<file path="src/ppe_pkg.sv">
// ---------------------------------------------------------------------------
// ppe_pkg
// Shared types and constants of the Playfair pair encryptor.
// ---------------------------------------------------------------------------
package ppe_pkg;

  // Square geometry
  localparam int unsigned SquareSideDefault = 5;

  // Letter codes
  localparam int unsigned LetterW = 5;
  localparam int unsigned Letters = 26;
  localparam logic [LetterW-1:0] CodeA = 5'd0;
  localparam logic [LetterW-1:0] CodeI = 5'd8;
  localparam logic [LetterW-1:0] CodeJ = 5'd9;
  localparam logic [LetterW-1:0] CodeX = 5'd23;
  localparam logic [LetterW-1:0] CodeZ = 5'd25;

  // Key storage
  localparam int unsigned KeyMax      = 25;
  localparam int unsigned CfgIndexW   = 3;
  localparam int unsigned CfgDataW    = 35;
  localparam int unsigned KeyLettersW = KeyMax * LetterW;

  // Register indexes of the configuration port
  typedef enum logic [CfgIndexW-1:0] {
    RegKeyLength  = 3'd0,
    RegKeyLettersA = 3'd1,
    RegKeyLettersB = 3'd2,
    RegKeyLettersC = 3'd3,
    RegKeyLettersD = 3'd4
  } cfg_reg_e;

  // Square build sequencer
  typedef enum logic [1:0] {
    BuildKey,
    BuildAlpha,
    BuildDone
  } build_state_e;

  // Channel payloads
  typedef struct packed {
    logic [LetterW-1:0] first_letter;
    logic [LetterW-1:0] second_letter;
    logic               second_present;
  } in_t;

  typedef struct packed {
    logic [LetterW-1:0] cipher_first;
    logic [LetterW-1:0] cipher_second;
  } out_t;

endpackage

</file>
<file path="src/ppe_ram.sv">
// ---------------------------------------------------------------------------
// ppe_ram
// Generic RAM: one write port, two read ports, registered read data.
// ---------------------------------------------------------------------------
module ppe_ram #(
  parameter int unsigned Width = 8,
  parameter int unsigned Depth = 32
) (
  input  logic                     clk_i,
  input  logic                     we_i,
  input  logic [$clog2(Depth)-1:0] waddr_i,
  input  logic [Width-1:0]         wdata_i,
  input  logic                     re_i,
  input  logic [$clog2(Depth)-1:0] raddr_a_i,
  input  logic [$clog2(Depth)-1:0] raddr_b_i,
  output logic [Width-1:0]         rdata_a_o,
  output logic [Width-1:0]         rdata_b_o
);

  logic [Width-1:0] mem_q [Depth];
  logic [Width-1:0] rdata_a_q;
  logic [Width-1:0] rdata_b_q;

  // Write port
  always_ff @(posedge clk_i) begin
    if (we_i) begin
      mem_q[waddr_i] <= wdata_i;
    end
  end

  // Read ports, held while re_i is low
  always_ff @(posedge clk_i) begin
    if (re_i) begin
      rdata_a_q <= mem_q[raddr_a_i];
      rdata_b_q <= mem_q[raddr_b_i];
    end
  end

  assign rdata_a_o = rdata_a_q;
  assign rdata_b_o = rdata_b_q;

endmodule

</file>
<file path="src/playfair_pair_encryptor_core.sv">
// ---------------------------------------------------------------------------
// playfair_pair_encryptor_core
// Playfair encryption of one letter pair per transfer on a 5x5 key square.
// ---------------------------------------------------------------------------
// Usage:
//   Input channel (in_valid_i / in_ready_o / in_data_i) takes one letter pair
//   per transfer; output channel (out_valid_o / out_ready_i / out_data_o)
//   returns one ciphertext pair per input transfer, in order.
//   Configuration channel (cfg_valid_i / cfg_ready_o) writes the key length
//   and the key letter words; it is always ready. Each write to a known
//   register restarts the square build; unknown indexes are dropped.
//   Building steps through the key letters (at most 25), turns over once, then
//   through the alphabet letters; in_ready_o stays low meanwhile.
//   After reset the build runs once with an empty key.
// Pipeline:
//   The position memory is read at the input transfer edge and the square
//   memory when the pipeline next advances; out_valid_o rises with the square
//   read data. One pair per cycle while out_ready_i does not stall the
//   output, set by the two read ports of each memory.
// Stall:
//   When out_ready_i is low with a result pending, the whole pipeline holds
//   and in_ready_o drops in the same cycle; no result is lost.
// ---------------------------------------------------------------------------
module playfair_pair_encryptor_core import ppe_pkg::*; #(
  parameter int unsigned SquareSide = SquareSideDefault
) (
  input  logic                 clk_i,
  input  logic                 rst_ni,
  // Configuration
  input  logic                 cfg_valid_i,
  output logic                 cfg_ready_o,
  input  logic [CfgIndexW-1:0] cfg_index_i,
  input  logic [CfgDataW-1:0]  cfg_data_i,
  // Input pairs
  input  logic                 in_valid_i,
  output logic                 in_ready_o,
  input  in_t                  in_data_i,
  // Output pairs
  output logic                 out_valid_o,
  input  logic                 out_ready_i,
  output out_t                 out_data_o
);

  localparam int unsigned Cells = SquareSide * SquareSide;
  localparam int unsigned PosW  = $clog2(Cells);
  localparam int unsigned RcW   = $clog2(SquareSide);

  // -------------------------------------------------------------------------
  // Configuration registers
  // -------------------------------------------------------------------------
  logic [LetterW-1:0]     key_length_q;
  logic [KeyLettersW-1:0] key_letters_q;
  logic                   cfg_write;
  logic                   build_start;

  assign cfg_ready_o = 1'b1;
  assign cfg_write   = cfg_valid_i & cfg_ready_o;

  always_comb begin
    build_start = 1'b0;
    if (cfg_write) begin
      case (cfg_index_i)
        RegKeyLength, RegKeyLettersA, RegKeyLettersB,
        RegKeyLettersC, RegKeyLettersD: build_start = 1'b1;
        default: build_start = 1'b0;
      endcase
    end
  end

  always_ff @(posedge clk_i or negedge rst_ni) begin
    if (!rst_ni) begin
      key_length_q  <= '0;
      key_letters_q <= '0;
    end else if (cfg_write) begin
      case (cfg_index_i)
        RegKeyLength:   key_length_q <= cfg_data_i[LetterW-1:0];
        RegKeyLettersA: key_letters_q[0  +: 35] <= cfg_data_i;
        RegKeyLettersB: key_letters_q[35 +: 35] <= cfg_data_i;
        RegKeyLettersC: key_letters_q[70 +: 35] <= cfg_data_i;
        RegKeyLettersD: key_letters_q[105 +: 20] <= cfg_data_i[19:0];
        default: ;
      endcase
    end
  end

  // -------------------------------------------------------------------------
  // Square build sequencer
  // -------------------------------------------------------------------------
  build_state_e       state_q, state_d;
  logic [LetterW-1:0] idx_q, idx_d;
  logic [PosW-1:0]    fill_q, fill_d;
  logic [Letters-1:0] used_q, used_d;
  logic [LetterW-1:0] key_len_sat;
  logic [LetterW-1:0] key_code;
  logic [LetterW-1:0] wr_letter;
  logic               wr_en;

  assign key_len_sat = (key_length_q > LetterW'(KeyMax)) ? LetterW'(KeyMax) : key_length_q;
  assign key_code    = key_letters_q[idx_q*LetterW +: LetterW];

  always_ff @(posedge clk_i or negedge rst_ni) begin
    if (!rst_ni) begin
      state_q <= BuildKey;
      idx_q   <= '0;
      fill_q  <= '0;
      used_q  <= '0;
    end else begin
      state_q <= state_d;
      idx_q   <= idx_d;
      fill_q  <= fill_d;
      used_q  <= used_d;
    end
  end

  always_comb begin
    state_d   = state_q;
    idx_d     = idx_q;
    fill_d    = fill_q;
    used_d    = used_q;
    wr_en     = 1'b0;
    wr_letter = key_code;
    case (state_q)
      // Place key letters, dropping j, bad codes and repeats
      BuildKey: begin
        if (idx_q >= key_len_sat) begin
          state_d = BuildAlpha;
          idx_d   = CodeA;
        end else begin
          idx_d = idx_q + 1'b1;
          if (key_code <= CodeZ && key_code != CodeJ) begin
            if (!used_q[key_code]) begin
              wr_en  = 1'b1;
            end
          end
        end
      end
      // Fill the rest with the alphabet without j
      BuildAlpha: begin
        wr_letter = idx_q;
        if (idx_q != CodeJ && !used_q[idx_q]) begin
          wr_en = 1'b1;
        end
        if (idx_q == CodeZ) begin
          state_d = BuildDone;
        end else begin
          idx_d = idx_q + 1'b1;
        end
      end
      BuildDone: ;
      default: state_d = BuildDone;
    endcase
    if (wr_en) begin
      used_d[wr_letter] = 1'b1;
      fill_d            = fill_q + 1'b1;
    end
    // Restart on any write to a known configuration register
    if (build_start) begin
      state_d = BuildKey;
      idx_d   = '0;
      fill_d  = '0;
      used_d  = '0;
    end
  end

  // -------------------------------------------------------------------------
  // Lookup pipeline control (interlocked against the build)
  // -------------------------------------------------------------------------
  logic pos_valid_q;
  logic out_valid_q;
  logic advance;
  logic in_xfer;

  assign advance    = ~out_valid_q | out_ready_i;
  assign in_ready_o = advance & (state_q == BuildDone);
  assign in_xfer    = in_valid_i & in_ready_o;

  always_ff @(posedge clk_i or negedge rst_ni) begin
    if (!rst_ni) begin
      pos_valid_q <= 1'b0;
      out_valid_q <= 1'b0;
    end else if (advance) begin
      pos_valid_q <= in_xfer;
      out_valid_q <= pos_valid_q;
    end
  end

  // -------------------------------------------------------------------------
  // Stage 0: clean the pair and read both positions
  // -------------------------------------------------------------------------
  logic [LetterW-1:0] let_a;
  logic [LetterW-1:0] let_b_raw;
  logic [LetterW-1:0] let_b;

  function automatic logic [LetterW-1:0] clean_letter(input logic [LetterW-1:0] raw);
    logic [LetterW-1:0] c;
    c = (raw > CodeZ) ? CodeZ : raw;
    if (c == CodeJ) begin
      c = CodeI;
    end
    return c;
  endfunction

  always_comb begin
    let_a     = clean_letter(in_data_i.first_letter);
    let_b_raw = in_data_i.second_present ? clean_letter(in_data_i.second_letter) : CodeX;
    let_b     = (let_a == let_b_raw) ? CodeX : let_b_raw;
  end

  logic [PosW-1:0] pos_a;
  logic [PosW-1:0] pos_b;

  ppe_ram #(
    .Width (PosW),
    .Depth (Letters)
  ) u_pos_ram (
    .clk_i     (clk_i),
    .we_i      (wr_en),
    .waddr_i   (wr_letter),
    .wdata_i   (fill_q),
    .re_i      (advance),
    .raddr_a_i (let_a),
    .raddr_b_i (let_b),
    .rdata_a_o (pos_a),
    .rdata_b_o (pos_b)
  );

  // -------------------------------------------------------------------------
  // Stage 1: split positions, apply the Playfair rules, read the square
  // -------------------------------------------------------------------------
  function automatic logic [RcW-1:0] pos_row(input logic [PosW-1:0] p);
    logic [RcW-1:0] r;
    r = '0;
    for (int unsigned i = 1; i < SquareSide; i++) begin
      if (p >= PosW'(i * SquareSide)) begin
        r = RcW'(i);
      end
    end
    return r;
  endfunction

  function automatic logic [RcW-1:0] wrap_inc(input logic [RcW-1:0] v);
    return (v == RcW'(SquareSide - 1)) ? '0 : v + 1'b1;
  endfunction

  function automatic logic [PosW-1:0] cell_addr(input logic [RcW-1:0] r,
                                                input logic [RcW-1:0] c);
    return PosW'(r) * PosW'(SquareSide) + PosW'(c);
  endfunction

  logic [RcW-1:0]  row_a, col_a, row_b, col_b;
  logic [PosW-1:0] sq_addr_a, sq_addr_b;

  always_comb begin
    row_a = pos_row(pos_a);
    row_b = pos_row(pos_b);
    col_a = RcW'(pos_a - cell_addr(row_a, '0));
    col_b = RcW'(pos_b - cell_addr(row_b, '0));
    if (row_a == row_b) begin
      sq_addr_a = cell_addr(row_a, wrap_inc(col_a));
      sq_addr_b = cell_addr(row_b, wrap_inc(col_b));
    end else if (col_a == col_b) begin
      sq_addr_a = cell_addr(wrap_inc(row_a), col_a);
      sq_addr_b = cell_addr(wrap_inc(row_b), col_b);
    end else begin
      sq_addr_a = cell_addr(row_a, col_b);
      sq_addr_b = cell_addr(row_b, col_a);
    end
  end

  logic [LetterW-1:0] sq_a;
  logic [LetterW-1:0] sq_b;

  ppe_ram #(
    .Width (LetterW),
    .Depth (Cells)
  ) u_square_ram (
    .clk_i     (clk_i),
    .we_i      (wr_en),
    .waddr_i   (fill_q),
    .wdata_i   (wr_letter),
    .re_i      (advance),
    .raddr_a_i (sq_addr_a),
    .raddr_b_i (sq_addr_b),
    .rdata_a_o (sq_a),
    .rdata_b_o (sq_b)
  );

  // -------------------------------------------------------------------------
  // Stage 2: square read data is the held result
  // -------------------------------------------------------------------------
  assign out_valid_o              = out_valid_q;
  assign out_data_o.cipher_first  = sq_a;
  assign out_data_o.cipher_second = sq_b;

endmodule
</file>
<file path="config.mk">
export PLATFORM = sky130hd
export DESIGN_NAME = playfair_pair_encryptor_core
export DESIGN_NICKNAME = d
export VERILOG_FILES = /design/src/ppe_pkg.sv /design/src/ppe_ram.sv /design/src/playfair_pair_encryptor_core.sv
export SDC_FILE = /design/constraint.sdc
export NUM_CORES = 1
export LEC_CHECK = 0
export BUFFER_PORTS_ARGS = -buffer_cell sky130_fd_sc_hd__buf_2
export CAP_MARGIN = 20
export CORE_MARGIN = 5
export CORE_UTILIZATION = 45
export DETAILED_ROUTE_END_ITERATION = 8
export GPL_TIMING_DRIVEN = 0
export HOLD_SLACK_MARGIN = 0.1
export SLEW_MARGIN = 10
export SYNTH_ARGS = -nofsm -noshare
export SYNTH_HDL_FRONTEND = slang
export SYNTH_HIERARCHICAL = 1
export SYNTH_SLANG_ARGS = --single-unit
</file>
<file path="constraint.sdc">
create_clock -name clk_i -period 8.83 [get_ports clk_i]
set_input_delay 0.4415 -clock clk_i [delete_from_list [all_inputs] [get_ports clk_i]]
set_output_delay 0.4415 -clock clk_i [all_outputs]
set_load 0.005 [all_outputs]
</file>
==> results of run 1 <==
[power by group]
group	switching, mW	leakage (nW)	internal [mW]
registers	0.215	4.62	2.86
logic	3.68	4.50	2.68
clock network	0.836	0.762	1.19
total	4.74	9.87	6.74
[layer usage]
metal / part of all wire [%] / GRT usage, % / vias to the layer above / routed length [um]
li1: - / - / 6678 / -
met3: 6.3 / 3.26 / 104 / 3840
met4: 2.5 / 6.10 / 0 / 1540
met2: 49 / 37.1 / 535 / 30100
met5: 0 / 0 / - / 0
met1: 42 / 29.1 / 7809 / 25400
[state kept, by name, indices dropped and copies added, names as in the netlist, 2 cells and up]
signal                  count
fill_q                      5
idx_q                       5
key_length_q                5
key_letters_q             125
state_q                     2
u_pos_ram/mem_q           130
u_pos_ram/rdata_a_o         5
u_pos_ram/rdata_b_o         5
u_square_ram/mem_q        125
u_square_ram/rdata_a_o      5
u_square_ram/rdata_b_o      5
used_q                     26
[synth_stat cells (all sizes together) (18+ instances only)]
library cell,n
edfxtp,275
nor3,18
nor2,88
clkbuf,42
nand2b,20
mux4,111
o21ai,37
o22ai,20
a32o,27
mux2i,113
nand3,32
dfrtp,170
buf,53
ha,42
nand2,106
mux2,142
a21oi,33
a22oi,29
nor2b,27
inv,37
[final cells by class]
type / instances / area, sq um
repair buffers: 90 / 741
clock inverters: 22 / 260
clock buffers: 65 / 1320
well taps: 672 / 841
fillers: 4293 / 24100
multi-input cells: 1059 / 9790
flip-flops and latches: 445 / 12500
plain buffers: 95 / 515
inverters: 38 / 143
diodes: 1 / 2.50
[through the flow]
step / power, mW / setup WS (ns) / hold slack [ns] / std cells
2_1_floorplan: 7.47 / 3.91 / 0.146 / 1637
3_3_place_gp: 9.24 / 1.23 / 0.457 / 2373
3_5_place_dp: 9.42 / 2.76 / 0.462 / 2385
4_1_cts: 11.5 / 2.75 / 0.104 / 2485
5_1_grt: 12.1 / 2.40 / 0.116 / 2486
6_report: 11.5 / 2.69 / 0.122 / 2487
[kinds of logic after synthesis]
logic type	Yosys count
DFF	445
adders and majority gates	50
AOI/OAI and AO/OA	246
and+or+nand+nor	375
buffers and inverters	133
muxes	366
other	1
xor gates and xnor gates	21
[worst register-to-register path, cell delays in order, from the launching register on]
cell	delay [ns]
edfxtp_1	0.46
nor3b_1	0.22
a211o_1	0.12
clkbuf_1	0.35
and2_1	0.31
ha_1	0.18
inv_1	0.04
fa_1	0.37
xor2_1	0.19
xor2_1	0.32
inv_1	0.19
a21oi_1	0.19
ha_1	0.20
inv_1	0.06
fa_1	0.40
xnor2_1	0.20
nor2_1	0.06
a31oi_1	0.15
buf_2	0.30
buf_2	0.37
buf_2	0.42
mux4_2	0.36
a21oi_1	0.24
nand4_1	0.17
[final timing paths]
kind / from / to / slack [ns] / depth (start not counted)
min in group asynchronous: rst_ni / used_q[0]$_DFFE_PN0P_ / 0.43 / 2
min reg2reg: pos_valid_q$_DFFE_PN0P_ / out_valid_o$_DFFE_PN0P_ / 0.48 / 1
max reg2reg: u_pos_ram/rdata_a_o[2]$_DFFE_PP_ / u_square_ram/rdata_a_o[1]$_DFFE_PP_ / 2.69 / 23
max: u_pos_ram/rdata_a_o[2]$_DFFE_PP_ / u_square_ram/rdata_a_o[1]$_DFFE_PP_ / 2.69 / 23
min: cfg_data_i[30] / key_letters_q[100]$_DFFE_PN0P_ / 0.12 / 2
max in group asynchronous: rst_ni / key_letters_q[1]$_DFFE_PN0P_ / 7.53 / 3
==> results.toml, run 1 <==
[timing]
layout_worst_path_cycle_share_pct = 69.6
skew_ns = 0.0157
rsz0062_at_grt = "false"
finalSetupViolations = 0
hold_viol = 0
period_needed_ns = 6.14
tns_ns = 0
fmax_ghz = 0.163
relSlewSlack_pct = 23.4
slew_viol_final = 0
tightest_slew_ns = 1.13

[global_route]
grt_pass1_wl_um = 94200
grt_pass1_vias = 15500
grtUsageTotal_pct = 21.7
overflow = 0
antenna_found_initial = 0
grt_max_degree = 90

[detailed_routing]
route.detailed.drc = 0
wl_per_cell_um = 24.5
ant_nets = 0
firstDrtPassIters = 5
drt_iter0_markers = 1384
avgViaCountPerCell = 6.08
drt-total-wl_um = 60800
vias = 15100

[setup_path]
start_kind = "flop"
endpoint_kind = "flop"
cp_top_family = "buffers and inverters"
path_buf_inv = 7
required_ns = 9.15
crit_slowest_cell = "edfxtp_1"
arrival_ns = 6.47
cp_max_fo = 10
crit_chain = "nor3b_1 > a211o_1 > clkbuf_1 > and2_1 > ha_1 > inv_1 > fa_1 > xor2_1 > xor2_1 > inv_1 > a21oi_1 > ha_1 > inv_1 > fa_1 > xnor2_1 > nor2_1 > a31oi_1 > buf_2 > buf_2 > buf_2 > mux4_2 > a21oi_1 > nand4_1"
crit_type = "reg -> reg"
slowest_delay_ns = 0.46

[cells_and_area]
layout_commonest_cell = "edfxtp_1"
layout_common_cells = "edfxtp_1 (275), dfrtp_1 (170), mux2_2 (142), mux2i_1 (113), mux4_2 (110)"
drive_gt1_share_pct = 25.7
post-route-util_pct = 52.0
fin_area_sq_um = 26100
area_growth_pct = 13.9
final_nets = 1881

[min_path]
hold_path.class = "in -> reg"

[floorplan]
rows = 82
coreArea_sq_um = 50300
die_area_sq_um = 55600
num_io_pins = 67
initial_core_util_pct = 45.6
fp.dieH_um = 236
die_x_um = 236

[clocking]
root_buffer = "clkbuf_16"
clk_latency_ns = 0.61
postCtsSetupBuffers = 0
cts_tree = "yes"
numCtsBuffers = 48
h-tree-depth = 2
cts_resized = 0
cts_hold_buf = 13
cts.sinks = 445
cts_buffer_depth = 3
clk_pin_slew_ns = 0.06

[logic_synthesis]
synth.area.top_cells = "edfxtp_1 (36%), dfrtp_1 (19%), mux4_2 (11%)"
synth.mux.area_fraction_pct = 22.8
synth_adder_area_share_pct = 2.99
synth-seq-area-share_pct = 54.5
ys.warnings.count = 6
synth_edf_count = 275
synthesis.nets = 1741
yosys.area_share.simple_pct = 8.15
synthCells = 1637
synth_xor_area_share_pct = 0.802
async_reset_ff_share_pct = 38.2
synth_top_family_by_area = "multiplexers"
synth_cell_types = 76
ys_ff_latch = 445
synth_compound_area_share_pct = 7.81
synth_top_area_share_pct = 36.0
synth_area_per_cell_sq_um = 14.0
synth_flop_cell = "edfxtp_1"
synth_top_cell_by_area = "edfxtp_1"
syn_area_sq_um = 22900

[run]
maxCapViolCount = 0

[power_and_ir_drop]
p_per_area_nw_per_um2 = 439
power.leakage_nw = 9.87
peakVddDrop_mv = 0.248

[placement]
gp_congestion = 0.895
hpwl_um = 44000
port_buffers = 64
place_area_sq_um = 24400

[status]
outcome = "complete, no violations"
Power figures use the tool's default switching activity.
==> run 2: changes to the inputs <==
==> constraint.sdc (replaced) <==
create_clock -name clk_i -period 5.8 [get_ports clk_i]
set_input_delay 0.29 -clock clk_i [delete_from_list [all_inputs] [get_ports clk_i]]
set_output_delay 0.29 -clock clk_i [all_outputs]
set_load 0.005 [all_outputs]
==> run 2 against run 1 <==
Register-to-register slack got worse by 2.4 ns. Combinational power rose by 54%. Total power rose by 53%.
==> results.toml, run 2 (synthesis gave the netlist of run 1 again) <==
[detailed_routing]
wl_per_cell_um = 24.3
avgViaCountPerCell = 6.06
drt_iter0_markers = 1357
route.detailed.drc = 0
vias = 15200
ant_nets = 0
drt-total-wl_um = 61100
firstDrtPassIters = 5

[cells_and_area]
layout_common_cells = "edfxtp_1 (275), dfrtp_1 (170), mux2_2 (142), mux2i_1 (113), mux4_2 (110)"
insertedDiodeCount = 0
largest_register = "u_pos_ram/mem_q"
final_nets = 1904
largest_register_ff_count = 130
top_regs = "u_pos_ram/mem_q x130, key_letters_q x125, u_square_ram/mem_q x125"
layoutNonFillerInstCount = 2509
area_growth_pct = 15.2
post-route-util_pct = 52.6
layout_commonest_cell = "edfxtp_1"
drive_gt1_share_pct = 26.0

[setup_path]
arrival_ns = 5.84
start_kind = "flop"
cp_max_fo = 10
crit_type = "reg -> reg"
reg2reg_setup_slack_ns = 0.28
required_ns = 6.12
endpoint_kind = "flop"

[timing]
layout_worst_path_cycle_share_pct = 95.1
skew_ns = 0.0164
period_needed_ns = 5.52
fmax_ghz = 0.181
rsz0062_at_grt = "false"
relSlewSlack_pct = 26.1
finalSetupViolations = 0
tightest_slew_ns = 1.11
setup_slack_ns = 0.281
hold_viol = 0
slew_viol_final = 0

[clocking]
numCtsBuffers = 48
clk_pin_slew_ns = 0.06
cts.sinks = 445
cts_buffer_depth = 3
cts_tree = "yes"
h-tree-depth = 2
clk_latency_ns = 0.61
root_buffer = "clkbuf_16"

[global_route]
grt_max_degree = 90
grtUsageTotal_pct = 21.8
grt_pass1_vias = 15600
overflow = 0
antenna_found_initial = 0
grt_pass1_wl_um = 94700

[power_and_ir_drop]
power.leakage_nw = 9.99
peakVddDrop_mv = 0.379
total_power_mw = 17.6
p_per_area_nw_per_um2 = 665

[floorplan]
coreArea_sq_um = 50300
initial_core_util_pct = 45.6
die_x_um = 236
fp.dieH_um = 236
num_io_pins = 67
die_area_sq_um = 55600
rows = 82

[placement]
gp_congestion = 0.895
dp_cells = 2385
place_ws_ns = -0.269
hpwl_um = 44000
port_buffers = 64

[run]
maxCapViolCount = 0

[min_path]
hold_path.class = "in -> reg"

[status]
outcome = "complete, no violations"
==> run 2: cell count changes in the layout (fill, tap and decap cells not counted), moves of 2 or more <==
cell           change
buf_4              +3
o21ai_0            -2
clkbuf_2           +2
clkbuf_1           -4
xor2_1             -2
buf_2              -4
xor2_2             +2
dlygate4sd3_1     +25
a31oi_1            -2
==> run 2: metal layers <==
metal	track usage, %	wire, um	up-vias
met1	29.2	25600	7816
li1	-	-	6727
met3	3.22	3670	106
met2	37.4	30300	566
met4	6.02	1520	0
met5	0	0	-
==> run 2: critical path, stage by stage (launching register included) <==
cell and delay [ns]:
edfxtp_1 0.47, nor3b_1 0.23, a211o_2 0.26, and2_1 0.27, ha_1 0.18, inv_1 0.04, fa_1 0.37, xor2_1 0.24
xor2_2 0.24, inv_1 0.16, a21oi_1 0.18, ha_1 0.20, inv_1 0.06, fa_1 0.47, mux2i_1 0.14, buf_4 0.25
buf_4 0.30, buf_2 0.33, mux4_2 0.36, mux2_2 0.30, nand2_1 0.07, nand4_1 0.13
==> run 2: path summary, 6_finish.rpt <==
check,from,endpoint,cells past startpoint
max reg2reg,u_pos_ram/rdata_a_o[2]$_DFFE_PP_,u_square_ram/rdata_a_o[1]$_DFFE_PP_,21
max,u_pos_ram/rdata_a_o[2]$_DFFE_PP_,u_square_ram/rdata_a_o[1]$_DFFE_PP_,21
min in group asynchronous,rst_ni,used_q[0]$_DFFE_PN0P_,2
max in group asynchronous,rst_ni,key_letters_q[1]$_DFFE_PN0P_,3
min,cfg_index_i[1],key_length_q[4]$_DFFE_PN0P_,4
min reg2reg,pos_valid_q$_DFFE_PN0P_,out_valid_o$_DFFE_PN0P_,1
==> run 2: cell type report <==
class / instances / area [sq um]
multi-input combinational: 1059 / 9850
timing repair buffer: 115 / 991
clock buffer: 65 / 1320
fill: 4265 / 23800
clock inverter: 22 / 260
inverter: 38 / 143
buffer: 93 / 520
sequential: 445 / 12500
tap: 672 / 841
==> run 2: power by group <==
part           internal, mW  switching [mW]  total (mW)
Sequential             4.36           0.330        4.69
Clock                  1.81            1.27        3.08
Combinational          4.17            5.64        9.81
Total                  10.3            7.24        17.6
==> run 2: per-stage QoR <==
step / hold slack [ns] / setup TNS [ns] / instance area (sq um)
floorplan: -0.00559 / 0 / 22900
global placement: 0.457 / -176.17 / 24100
detailed placement: 0.336 / -0.651 / 24400
CTS: 0.184 / 0 / 26400
global route: 0.269 / 0 / 26400
finish: 0.250 / 0 / 26400
==> run 2: what timing repair did <==
action	4_1_cts	5_1_grt
gates resized for setup	3	17
endpoints found under the setup margin	4	15
cloned	0	0
hold endpoints to repair	212	0
setup buffers	0	0
hold buffers	38	0
